--- src/rtl/bdss_pkg.sv ---
// ----------------------------------------------------------------------------
// bdss_pkg
// Shared types and codes for the bounded deque with search and sort: word
// layouts, request and status codes, datapath commands and controller states.
// ----------------------------------------------------------------------------
package bdss_pkg;

    // request codes
    localparam logic [3:0] REQ_PUSH_FRONT  = 4'd0;
    localparam logic [3:0] REQ_POP_FRONT   = 4'd1;
    localparam logic [3:0] REQ_PUSH_BACK   = 4'd2;
    localparam logic [3:0] REQ_POP_BACK    = 4'd3;
    localparam logic [3:0] REQ_SEARCH_FRNT = 4'd4;
    localparam logic [3:0] REQ_SEARCH_BACK = 4'd5;
    localparam logic [3:0] REQ_READ_OUT    = 4'd6;
    localparam logic [3:0] REQ_SIZE        = 4'd7;
    localparam logic [3:0] REQ_SORT        = 4'd8;

    // result status codes
    typedef enum logic [2:0] {
        ST_OK       = 3'd0,
        ST_EMPTY    = 3'd1,
        ST_FOUND    = 3'd2,
        ST_NOTFOUND = 3'd3,
        ST_FULL     = 3'd4
    } status_t;

    // input word
    typedef struct packed {
        logic [3:0]         req_type;
        logic signed [31:0] value;
    } in_word_t;

    // result word
    typedef struct packed {
        logic [2:0]         status;
        logic signed [31:0] item_value;
        logic [4:0]         entry_count;
        logic               last;
    } out_word_t;

    // datapath operations
    typedef enum logic [3:0] {
        DP_NOP,
        DP_CAPTURE,
        DP_PUSH_FRONT,
        DP_PUSH_BACK,
        DP_POP_FRONT,
        DP_POP_BACK,
        DP_IDX_CLEAR,
        DP_IDX_INC,
        DP_SRCH_READ,
        DP_OUT_READ,
        DP_OUT_EMIT,
        DP_SORT_KEY,
        DP_SORT_LOADKEY,
        DP_SORT_READ,
        DP_SORT_SHIFT,
        DP_SORT_PUT
    } dp_op_t;

    // controller to datapath
    typedef struct packed {
        dp_op_t  op;
        logic    emit_status;
        status_t status;
    } dp_cmd_t;

    // datapath to controller
    typedef struct packed {
        logic [3:0] req_type;
        logic       empty;
        logic       full;
        logic       lt_two;
        logic       match;
        logic       gt;
        logic       idx_last;
        logic       j_one;
        logic       i_last;
        logic       out_free;
    } dp_stat_t;

    // controller states
    typedef enum logic [3:0] {
        S_IDLE,
        S_EXEC,
        S_SRCH_RD,
        S_SRCH_CMP,
        S_OUT_RD,
        S_OUT_EMIT,
        S_SORT_KEY,
        S_SORT_KEYW,
        S_SORT_RD,
        S_SORT_CMP,
        S_SORT_PUT,
        S_DONE
    } state_t;

endpackage

--- src/rtl/bdss_dp.sv ---
// ----------------------------------------------------------------------------
// bdss_dp
// Datapath: ring store memory, head pointer, entry count, walk counters,
// sort key and the result register.
// ----------------------------------------------------------------------------
module bdss_dp import bdss_pkg::*; #(
    parameter int DEPTH = 16
) (
    input  logic      aclk,
    input  logic      aresetn,
    input  in_word_t  s_data,
    input  dp_cmd_t   cmd,
    output dp_stat_t  stat,
    output logic      m_valid,
    input  logic      m_ready,
    output out_word_t m_data
);

    localparam int AW = (DEPTH > 1) ? $clog2(DEPTH) : 1;
    localparam int CW = $clog2(DEPTH + 1);

    // ring store
    logic [31:0] mem [DEPTH];
    logic [31:0] rdata_reg;
    logic        rd_en;
    logic [AW-1:0] rd_addr;
    logic        wr_en;
    logic [AW-1:0] wr_addr;
    logic [31:0] wr_data;

    // control and payload registers
    logic [AW-1:0] head_reg, head_next;
    logic [CW-1:0] count_reg, count_next;
    logic [AW-1:0] idx_reg, idx_next;
    logic [AW-1:0] i_reg, i_next;
    logic [AW-1:0] j_reg, j_next;
    logic [3:0]    req_reg;
    logic [31:0]   val_reg;
    logic [31:0]   key_reg;
    logic          m_valid_reg, m_valid_next;
    out_word_t     m_data_reg, m_data_next;

    logic [AW-1:0] count_lo;
    logic [AW-1:0] srch_off;
    logic [AW-1:0] head_dec;
    logic          out_free;

    // physical slot of an offset from the front
    function automatic logic [AW-1:0] slot(input logic [AW-1:0] head,
                                            input logic [AW-1:0] off);
        logic [AW:0] s;
        s = {1'b0, head} + {1'b0, off};
        if (s >= (AW+1)'(DEPTH)) begin
            s = s - (AW+1)'(DEPTH);
        end
        return s[AW-1:0];
    endfunction

    assign count_lo = AW'(count_reg);
    assign head_dec = (head_reg == '0) ? AW'(DEPTH - 1) : head_reg - 1'b1;
    assign srch_off = req_reg[0] ? (count_lo - 1'b1 - idx_reg) : idx_reg;
    assign out_free = !m_valid_reg || m_ready;

    // memory ports
    always_ff @(posedge aclk) begin
        if (wr_en) begin
            mem[wr_addr] <= wr_data;
        end
        if (rd_en) begin
            rdata_reg <= mem[rd_addr];
        end
    end

    // next-state logic for the datapath registers
    always_comb begin
        head_next    = head_reg;
        count_next   = count_reg;
        idx_next     = idx_reg;
        i_next       = i_reg;
        j_next       = j_reg;
        rd_en        = 1'b0;
        rd_addr      = slot(head_reg, idx_reg);
        wr_en        = 1'b0;
        wr_addr      = slot(head_reg, j_reg);
        wr_data      = rdata_reg;
        m_valid_next = m_valid_reg && !m_ready;
        m_data_next  = m_data_reg;

        case (cmd.op)
            DP_PUSH_FRONT: begin
                head_next  = head_dec;
                wr_en      = 1'b1;
                wr_addr    = head_dec;
                wr_data    = val_reg;
                count_next = count_reg + 1'b1;
            end
            DP_PUSH_BACK: begin
                wr_en      = 1'b1;
                wr_addr    = slot(head_reg, count_lo);
                wr_data    = val_reg;
                count_next = count_reg + 1'b1;
            end
            DP_POP_FRONT: begin
                count_next = count_reg - 1'b1;
                head_next  = (count_reg == CW'(1)) ? '0 : slot(head_reg, AW'(1));
            end
            DP_POP_BACK: begin
                count_next = count_reg - 1'b1;
                if (count_reg == CW'(1)) begin
                    head_next = '0;
                end
            end
            DP_IDX_CLEAR: begin
                idx_next = '0;
                i_next   = AW'(1);
            end
            DP_IDX_INC: begin
                idx_next = idx_reg + 1'b1;
            end
            DP_SRCH_READ: begin
                rd_en   = 1'b1;
                rd_addr = slot(head_reg, srch_off);
            end
            DP_OUT_READ: begin
                rd_en = 1'b1;
            end
            DP_OUT_EMIT: begin
                idx_next     = idx_reg + 1'b1;
                m_valid_next = 1'b1;
                m_data_next  = '{status: ST_OK, item_value: rdata_reg,
                                 entry_count: 5'(count_reg), last: stat.idx_last};
            end
            DP_SORT_KEY: begin
                rd_en   = 1'b1;
                rd_addr = slot(head_reg, i_reg);
                j_next  = i_reg;
            end
            DP_SORT_READ: begin
                rd_en   = 1'b1;
                rd_addr = slot(head_reg, j_reg - 1'b1);
            end
            DP_SORT_SHIFT: begin
                wr_en  = 1'b1;
                j_next = j_reg - 1'b1;
            end
            DP_SORT_PUT: begin
                wr_en   = 1'b1;
                wr_data = key_reg;
                i_next  = i_reg + 1'b1;
            end
            default: begin
            end
        endcase

        // single-result reply
        if (cmd.emit_status) begin
            m_valid_next = 1'b1;
            m_data_next  = '{status: cmd.status, item_value: '0,
                             entry_count: 5'(count_reg), last: 1'b1};
        end
    end

    // control registers
    always_ff @(posedge aclk) begin
        if (!aresetn) begin
            head_reg    <= '0;
            count_reg   <= '0;
            m_valid_reg <= 1'b0;
        end else begin
            head_reg    <= head_next;
            count_reg   <= count_next;
            m_valid_reg <= m_valid_next;
        end
    end

    // payload registers
    always_ff @(posedge aclk) begin
        idx_reg    <= idx_next;
        i_reg      <= i_next;
        j_reg      <= j_next;
        m_data_reg <= m_data_next;
        if (cmd.op == DP_CAPTURE) begin
            req_reg <= s_data.req_type;
            val_reg <= s_data.value;
        end
        if (cmd.op == DP_SORT_LOADKEY) begin
            key_reg <= rdata_reg;
        end
    end

    // status toward the controller
    always_comb begin
        stat.req_type = req_reg;
        stat.empty    = (count_reg == '0);
        stat.full     = (count_reg >= CW'(DEPTH));
        stat.lt_two   = (count_reg < CW'(2));
        stat.match    = (rdata_reg == val_reg);
        stat.gt       = ($signed(rdata_reg) > $signed(key_reg));
        stat.idx_last = (CW'(idx_reg) == count_reg - 1'b1);
        stat.j_one    = (j_reg == AW'(1));
        stat.i_last   = (CW'(i_reg) == count_reg - 1'b1);
        stat.out_free = out_free;
    end

    assign m_valid = m_valid_reg;
    assign m_data  = m_data_reg;

endmodule

--- src/rtl/bdss_ctrl.sv ---
// ----------------------------------------------------------------------------
// bdss_ctrl
// Controller: decodes each request and sequences the datapath through
// pushes, pops, searches, read-out and the insertion sort.
// ----------------------------------------------------------------------------
module bdss_ctrl import bdss_pkg::*; (
    input  logic     aclk,
    input  logic     aresetn,
    input  logic     s_valid,
    output logic     s_ready,
    input  dp_stat_t stat,
    output dp_cmd_t  cmd
);

    state_t  state_reg, state_next;
    status_t status_reg, status_next;

    // state register
    always_ff @(posedge aclk) begin
        if (!aresetn) begin
            state_reg <= S_IDLE;
        end else begin
            state_reg <= state_next;
        end
    end

    // pending reply status
    always_ff @(posedge aclk) begin
        status_reg <= status_next;
    end

    // next state and commands
    always_comb begin
        state_next      = state_reg;
        status_next     = status_reg;
        s_ready         = 1'b0;
        cmd.op          = DP_NOP;
        cmd.emit_status = 1'b0;
        cmd.status      = status_reg;

        case (state_reg)
            S_IDLE: begin
                s_ready = 1'b1;
                if (s_valid) begin
                    cmd.op     = DP_CAPTURE;
                    state_next = S_EXEC;
                end
            end
            S_EXEC: begin
                state_next  = S_DONE;
                status_next = ST_OK;
                case (stat.req_type)
                    REQ_PUSH_FRONT, REQ_PUSH_BACK: begin
                        if (stat.full) begin
                            status_next = ST_FULL;
                        end else begin
                            cmd.op = (stat.req_type == REQ_PUSH_FRONT) ?
                                     DP_PUSH_FRONT : DP_PUSH_BACK;
                        end
                    end
                    REQ_POP_FRONT, REQ_POP_BACK: begin
                        if (stat.empty) begin
                            status_next = ST_EMPTY;
                        end else begin
                            cmd.op = (stat.req_type == REQ_POP_FRONT) ?
                                     DP_POP_FRONT : DP_POP_BACK;
                        end
                    end
                    REQ_SEARCH_FRNT, REQ_SEARCH_BACK: begin
                        if (stat.empty) begin
                            status_next = ST_EMPTY;
                        end else begin
                            cmd.op     = DP_IDX_CLEAR;
                            state_next = S_SRCH_RD;
                        end
                    end
                    REQ_READ_OUT: begin
                        if (stat.empty) begin
                            status_next = ST_EMPTY;
                        end else begin
                            cmd.op     = DP_IDX_CLEAR;
                            state_next = S_OUT_RD;
                        end
                    end
                    REQ_SIZE: begin
                        status_next = stat.empty ? ST_EMPTY : ST_OK;
                    end
                    REQ_SORT: begin
                        if (!stat.lt_two) begin
                            cmd.op     = DP_IDX_CLEAR;
                            state_next = S_SORT_KEY;
                        end
                    end
                    default: begin
                    end
                endcase
            end
            // search walk: a read state, then a compare state, per probe
            S_SRCH_RD: begin
                cmd.op     = DP_SRCH_READ;
                state_next = S_SRCH_CMP;
            end
            S_SRCH_CMP: begin
                if (stat.match) begin
                    status_next = ST_FOUND;
                    state_next  = S_DONE;
                end else if (stat.idx_last) begin
                    status_next = ST_NOTFOUND;
                    state_next  = S_DONE;
                end else begin
                    cmd.op     = DP_IDX_INC;
                    state_next = S_SRCH_RD;
                end
            end
            // read-out, one word per entry
            S_OUT_RD: begin
                cmd.op     = DP_OUT_READ;
                state_next = S_OUT_EMIT;
            end
            S_OUT_EMIT: begin
                if (stat.out_free) begin
                    cmd.op     = DP_OUT_EMIT;
                    state_next = stat.idx_last ? S_IDLE : S_OUT_RD;
                end
            end
            // insertion sort: fetch key, shift larger entries up, drop key in
            S_SORT_KEY: begin
                cmd.op     = DP_SORT_KEY;
                state_next = S_SORT_KEYW;
            end
            S_SORT_KEYW: begin
                cmd.op     = DP_SORT_LOADKEY;
                state_next = S_SORT_RD;
            end
            S_SORT_RD: begin
                cmd.op     = DP_SORT_READ;
                state_next = S_SORT_CMP;
            end
            S_SORT_CMP: begin
                if (stat.gt) begin
                    cmd.op     = DP_SORT_SHIFT;
                    state_next = stat.j_one ? S_SORT_PUT : S_SORT_RD;
                end else begin
                    state_next = S_SORT_PUT;
                end
            end
            S_SORT_PUT: begin
                cmd.op = DP_SORT_PUT;
                if (stat.i_last) begin
                    status_next = ST_OK;
                    state_next  = S_DONE;
                end else begin
                    state_next = S_SORT_KEY;
                end
            end
            // single reply once the result register is free
            S_DONE: begin
                if (stat.out_free) begin
                    cmd.emit_status = 1'b1;
                    state_next      = S_IDLE;
                end
            end
            default: begin
                state_next = S_IDLE;
            end
        endcase
    end

endmodule

--- src/rtl/bounded_deque_search_sort.sv ---
// ----------------------------------------------------------------------------
// bounded_deque_search_sort
// Bounded double-ended queue of signed 32-bit values in a ring store, with
// push/pop at both ends, search, size, read-out and in-place sort.
//
//   channel  ports                      word
//   input    s_valid s_ready s_data     req_type, value
//   result   m_valid m_ready m_data     status, item_value, entry_count, last
//
// One request at a time. Push, pop, size and empty cases pass through an
// execute state to a done state that loads the result word, then to idle.
// Search reads then compares each entry probed; read-out reads each entry
// and emits it, via the single read port of the ring store. Sort loads a key
// per inserted entry, then reads, compares and shifts up each larger entry
// ahead of it, and puts the key in. Reset clears head, count, the result
// valid flag and the controller state; the store needs no clearing. A stalled
// result register holds the controller before its next reply.
// ----------------------------------------------------------------------------
module bounded_deque_search_sort import bdss_pkg::*; #(
    parameter int DEPTH = 16
) (
    input  logic      aclk,
    input  logic      aresetn,
    input  logic      s_valid,
    output logic      s_ready,
    input  in_word_t  s_data,
    output logic      m_valid,
    input  logic      m_ready,
    output out_word_t m_data
);

    dp_cmd_t  cmd;
    dp_stat_t stat;

    // sequencer
    bdss_ctrl u_ctrl (
        .aclk    (aclk),
        .aresetn (aresetn),
        .s_valid (s_valid),
        .s_ready (s_ready),
        .stat    (stat),
        .cmd     (cmd)
    );

    // store and result register
    bdss_dp #(
        .DEPTH (DEPTH)
    ) u_dp (
        .aclk    (aclk),
        .aresetn (aresetn),
        .s_data  (s_data),
        .cmd     (cmd),
        .stat    (stat),
        .m_valid (m_valid),
        .m_ready (m_ready),
        .m_data  (m_data)
    );

endmodule
--- config.mk ---
export PLATFORM = sky130hd
export DESIGN_NAME = bounded_deque_search_sort
export DESIGN_NICKNAME = d
export VERILOG_FILES = /design/src/rtl/bdss_pkg.sv /design/src/rtl/bdss_dp.sv /design/src/rtl/bdss_ctrl.sv /design/src/rtl/bounded_deque_search_sort.sv
export SDC_FILE = /design/constraint.sdc
export NUM_CORES = 1
export LEC_CHECK = 0
export BUFFER_PORTS_ARGS = -buffer_cell sky130_fd_sc_hd__buf_2
export CAP_MARGIN = 25
export CORE_MARGIN = 4
export CORE_UTILIZATION = 59
export DETAILED_ROUTE_END_ITERATION = 6
export GPL_ROUTABILITY_DRIVEN = 0
export GPL_TIMING_DRIVEN = 0
export HOLD_SLACK_MARGIN = 0.08
export MAX_ROUTING_LAYER = met4
export PLACE_DENSITY = 0.76
export REMOVE_ABC_BUFFERS = 1
export SKIP_CTS_REPAIR_TIMING = 1
export SYNTH_ARGS = -nofsm -noshare
export SYNTH_HDL_FRONTEND = slang
export SYNTH_SLANG_ARGS = --single-unit
--- constraint.sdc ---
create_clock -name aclk -period 7.3 [get_ports aclk]
set_clock_uncertainty 0.05 [all_clocks]
set_input_delay 0.365 -clock aclk [delete_from_list [all_inputs] [get_ports aclk]]
set_output_delay 0.365 -clock aclk [all_outputs]
set_load 0.1 [all_outputs]
# Word-level counts from Yosys, hierarchy flattened
# Memory sizes are Yosys's and may differ from the RTL's. A register that Yosys moved wholly into a read port is not among the register bits.
# Index checks and enable logic that the tools add are counted.
[word_totals] ff_bits=138 elab_cells=185 memories=1 mem_bits_rw=512
[mem_list] memory="u_dp.mem" depth=16 width=32 read_ports=1 rd_clocked_by_memory_dff=1 write_ports=1 line_no="bdss_dp.sv:23" text="logic [31:0] mem [DEPTH];"
[classes] order_cmp=10 n_reduce_logical=28 eq_ne=45 add_sub_neg=22 n_mux=64
[op_table] operator="$mux 4" n=26
[op_table] operator="$mux 41" n=2
[op_table] operator="$pmux 32 s2" n=1
[op_table] operator="$eq 4x4->1 const B" n=13
[op_table] operator="$eq 4x3->1 const B" n=12
[op_table] operator="$pmux 4 s12" n=1
[op_table] operator="$pmux 4 s11" n=1
[op_table] operator="$ge 5x5->1 const B" n=8
[op_table] operator="$sub 4x1->4 const B" n=10
[op_table] operator="$pmux 4 s3" n=3
[op_table] operator="$eq 32x32->1" n=1
[op_table] operator="$gt 32x32->1" n=1
[op_table] operator="$pmux 4 s2" n=4
[op_table] operator="$add 4x4->5" n=6
[op_table] operator="$eq 4x2->1 const B" n=6
[op_table] operator="$mux 3" n=8
[op_table] operator="$eq 4x1->1 const B" n=4
[op_table] operator="$pmux 4 s4" n=1
[op_table] operator="$mux 1" n=13
[op_table] operator="$logic_not 4->1" n=3
[op_table] operator="$reduce_or 2->1" n=6
[op_table] operator="$eq 4x5->1" n=2
[op_table] operator="$pmux 5 s2" n=1
[op_table] operator="$reduce_bool 2->1" n=5
[op_table] operator="23 further kinds" n=31

# Logic depth before layout (Yosys ltp)
[depth] word_depth=10 depth_mapped=17

# By module
# From an unflattened synthesis, not the netlist that was laid out.
[unflattened] hier_cells=1683 area_unflattened_um2=28746.3
[by_module_without_submodules] mod="bdss_dp" cells_per_inst=1572 seq_area_each_um2=19839.0 area_each_um2=27866.7 instances=1
[by_module_without_submodules] mod="bdss_ctrl" cells_per_inst=111 seq_area_each_um2=170.2 area_each_um2=879.6 instances=1

# Worst setup path before layout
# OpenSTA, ideal clock, no wires.
[synth_timing] kind="flip-flop to flip-flop" from="reg u_dp.count_reg[1]" to="mem u_dp.mem[10][0] (enable)" synth_period_minus_slack_ns=5.569 arrival_time_ns=5.087 path_stages_with_launch=17 path_slack_ns=1.731 setup_ns=0.432 path_cell_list="dfxtp_1 inv_1 ha_1 or4b_1 buf_2 a21oi_4 o31ai_4 nand2_4 mux2_2 ha_1 and3_1 a211oi_1 xor3_1 o22ai_1 a31o_2 nand2_1 a21oi_1"
[synth_between] elab_chain_len=10 word_cells_on_any_way=26
[synth_lines] item="start, declared" line_no="bdss_dp.sv:33" text="logic [CW-1:0] count_reg, count_next;"
[synth_lines] item="start signal, assigned" line_no="bdss_dp.sv:171" text="count_reg <= count_next;"
[synth_lines] item="$sub 5x1->5" line_no="bdss_dp.sv:199" text="stat.idx_last = (CW'(idx_reg) == count_reg - 1'b1);"
[synth_lines] item="$eq 4x5->1" line_no="bdss_dp.sv:199"
[synth_lines] item="$mux 3" line_no="bdss_ctrl.sv:107" text="end else if (stat.idx_last) begin"
[synth_lines] item="$mux 4" line_no="bdss_ctrl.sv:104" text="if (stat.match) begin"
[synth_lines] item="$pmux 4 s11" line_no="bdss_ctrl.sv:41" text="case (state_reg)"
[synth_lines] item="$eq 4x2->1 or $eq 4x4->1 (tied branches)" line_no="bdss_dp.sv:89" text="case (cmd.op)"
[synth_lines] item="$reduce_or 4->1 (no source line)"
[synth_lines] item="$mux 1" line_no="bdss_dp.sv:89"
[synth_lines] item="$mux 1" line_no="bdss_dp.sv:66" text="if (wr_en) begin"
[synth_lines] item="$mux 1 (implied by the code)" line_no="bdss_dp.sv:67" text="mem[wr_addr] <= wr_data;"
[synth_lines] item="end, declared" line_no="bdss_dp.sv:23"
# Parallel ways exist; a longest one is shown, timed or not.

# Worst setup path in the final report
[layout_timing] from="reg u_ctrl.state_reg[0]" to="mem u_dp.mem[0][25] (enable)"
[layout_between] elab_chain_len=7 word_cells_on_any_way=21
[layout_lines] item="start, declared" line_no="bdss_ctrl.sv:15" text="state_t state_reg, state_next;"
[layout_lines] item="start signal, assigned" line_no="bdss_ctrl.sv:23" text="state_reg <= state_next;"
[layout_lines] item="$eq 4x4->1 (tied with other cells)" line_no="bdss_ctrl.sv:41"
[layout_lines] item="$pmux 4 s11 (*)" line_no="bdss_ctrl.sv:41"
[layout_lines] item="$eq 4x2->1 or $eq 4x4->1 (tied branches)" line_no="bdss_dp.sv:89"
[layout_lines] item="$reduce_or 4->1 (no source line)"
[layout_lines] item="$mux 1" line_no="bdss_dp.sv:89"
[layout_lines] item="$mux 1" line_no="bdss_dp.sv:66"
[layout_lines] item="$mux 1 (implied by the code)" line_no="bdss_dp.sv:67"
# Mark *: on every way between the ends. The rest lies on a longest branch, timed or not.

==> flow_summary.yaml <==
power_and_ir_drop:
  p_per_area_mw_per_mm2: 408
  leakagePower_nw: 11.2
  p_int_mw: 8.95
  totalPowerFinal_mw: 13.5
  pwr-share-comb_pct: 32.6
  p_seq_share_pct: 42.2
  p_switching_mw: 4.59
  switching_share_pct: 33.9
  clkPwrFrac_pct: 25.2
  ir_drop_uv: 331
cts:
  numCtsBuffers: 70
  cts-root-buf: "clkbuf_16"
  clockBufferDepth: 3
  clk_latency_ps: 620
  cts.sinks: 682
  htree_levels: 3
  clkTransAtPathRegs_ps: 60
  cts_tree: "built"
global_routing:
  grt_pass1_wl_mm: 105
  grt_pass1_vias: 16160
  overflow: 0
  grt_usage_pct: 29.1
  antenna_found_initial: 0
  grt_max_degree: 59
die:
  ios: 83
  die-area_sq_mm: 0.0517
  start_util_pct: 59.6
  row_count: 80
  chipWidth_microns: 227
  core_sq_mm: 0.0476
  die_height_microns: 227
critical_path:
  slowest_stage: "dfxtp_1"
  worstSetupPathType: "reg -> reg"
  reg2reg_depth: 14
  max_stage_delay_ps: 900
  crit_path_start_kind: "flip-flop"
  reg2reg_slack_ps: 880
  critPathCaptureType: "flip-flop"
  crit_arrival_ps: 6670
  path_cells: "or4b_4 -> nor2b_4 -> buf_16 -> nand2_4 -> mux2_2 -> ha_1 -> and3_1 -> a211oi_1 -> xor3_1 -> o22ai_1 -> a31oi_1 -> nand2_1 -> a21oi_4 -> buf_12"
  path_max_fanout: 31
  worst-endpoint-required_ps: 7550
finish:
  final_common_cell: "edfxtp_1"
  antenna_cells: 0
  syn_to_final_growth_pct: 16.9
  largest_reg_flops: 512
  fin_nets: 1894
  final_cell_mix: "635 x edfxtp_1, 179 x nand2_1, 160 x mux4_2"
  drive_gt1_share_pct: 23.7
  finish.utilization_pct: 69.6
timing:
  clock.fmax_ghz: 0.156
  whs_ps: 95.3
  fin_crit_ps: 6420
  rsz0062_at_grt: "false"
  setup_viol: 0
  tns_ps: 0
  period_share_pct: 87.9
  slew_violations: 0
  finalHoldViolations: 0
  maxSlewHeadroom_pct: 32.4
  worst_pin_slew_ps: 1010
outcome:
  status: "finished clean"
yosys:
  synthCells: 1630
  synthArstFlopShare_pct: 0
  synth_edf_count: 635
  synth_area_per_cell_sq_um: 17.4
  ys_seq_area_share_pct: 70.5
  yosysWarnings: 0
  ys_types: 72
  ys_ff_latch: 682
  synth_flop_cell: "edfxtp_1"
  synth_area_sq_mm: 0.0284
detailed_routing:
  drt-total-wl_mm: 72.1
  drtPass1Iterations: 5
  route.detailed.drc: 0
  ant_nets: 0
  vias: 16393
  drt-initial-drc-count: 2367
  avgRoutedWirePerCell_microns: 29.2
  avgViaCountPerCell: 6.63
placed_design:
  dp.final_hpwl_mm: 44.7
  port_buffers: 82
min_path:
  whs_path_depth: 4
  min_path_type: "in -> reg"
flow_run:
  max_cap_viol_count: 0
==> cells by family after synthesis <==
kind of cell    count (synthesis)  share of synthesized area [%]
compound gates                199                           4.60
mux                           168                           13.0
flops                         682                           70.5
buf+inv                       127                           1.81
fa+ha+maj                      55                           2.50
simple gates                  337                           5.60
xor+xnor                       62                           1.97
==> power groups by stage <==
| stage | registers (mW) | clock network (mW) | logic, mW |
|---|---|---|---|
| after floorplan | 6.16 | 0 | 2.77 |
| after global placement | 5.80 | 0 | 4.42 |
| after detailed placement | 5.77 | 0 | 4.34 |
| after CTS | 5.70 | 3.45 | 4.39 |
| after global routing | 5.75 | 3.63 | 4.68 |
| final | 5.71 | 3.41 | 4.41 |
==> metal layers <==
layer	track usage, %	share of wire [%]	up-vias
met5	-	0	-
met4	9.74	3.5	0
met3	5.83	10	196
met2	44.8	48	1090
met1	39.9	38	8323
li1	-	-	6784
==> through the flow <==
step,worst slack [ps],area (sq um),cells
finish,882,33200,2471
CTS,991,32800,2435
detailed placement,1060,30600,2306
global placement,-4480,29200,2252
global route,529,33200,2471
floorplan,-332,28100,1555
==> path summary, 6_finish.rpt <==
kind / start / endpoint
hold / removal: m_ready / u_ctrl.state_reg[2]
setup / recovery: u_ctrl.state_reg[0] / u_dp.mem[0][25]
hold reg to reg: u_dp.m_data[36] / u_dp.m_data[36]
setup reg to reg: u_ctrl.state_reg[0] / u_dp.mem[0][25]
==> synth_stat cells, drive strengths merged, types with 4 or more instances <==
| cell type | n | share of area [%] |
|---|---|---|
| clkbuf | 59 | 0.78 |
| nor2 | 45 | 0.60 |
| o21a | 5 | 0.13 |
| and3 | 4 | 0.088 |
| a21o | 6 | 0.16 |
| nor4 | 15 | 0.33 |
| a21boi | 4 | 0.11 |
| and4 | 4 | 0.12 |
| mux4 | 160 | 13 |
| a31oi | 5 | 0.11 |
| edfxtp | 635 | 67 |
| dfxtp | 47 | 3.3 |
| ha | 52 | 2.3 |
| nor2b | 11 | 0.24 |
| o31ai | 7 | 0.23 |
| inv | 52 | 0.69 |
| a21oi | 81 | 1.5 |
| xor2 | 43 | 1.3 |
| o21ai | 24 | 0.42 |
| buf | 16 | 0.34 |
| and2 | 15 | 0.33 |
| nand2 | 181 | 2.4 |
| mux2 | 5 | 0.20 |
| nand3 | 14 | 0.25 |
| nand4 | 8 | 0.18 |
| nor3 | 18 | 0.39 |
| xnor2 | 18 | 0.56 |
| nand2b | 6 | 0.13 |
| a22oi | 38 | 1.1 |
| nor3b | 4 | 0.12 |
==> worst max-delay path: cells and delay by family (launching register included) <==
| kind | cells | cell delay [ps] |
|---|---|---|
| AO/OA/AOI/OAI | 4 | 1660 |
| XOR/XNOR | 1 | 270 |
| adder cells (fa/ha/maj) | 1 | 310 |
| buffers and inverters | 2 | 550 |
| flip-flops | 1 | 900 |
| multiplexers | 1 | 340 |
| AND/OR/NAND/NOR | 5 | 2000 |
==> cell type report <==
type                    instances  area, sq um
multi-input cells             821         8090
well taps                     615          769
clock buffers                 102         1910
clock inverters                27          270
fillers                      2884        14500
inverters                      52          195
flip-flops and latches        682        20000
repair buffers                172         1920
Note: power is estimated with default switching activity, not from simulation.
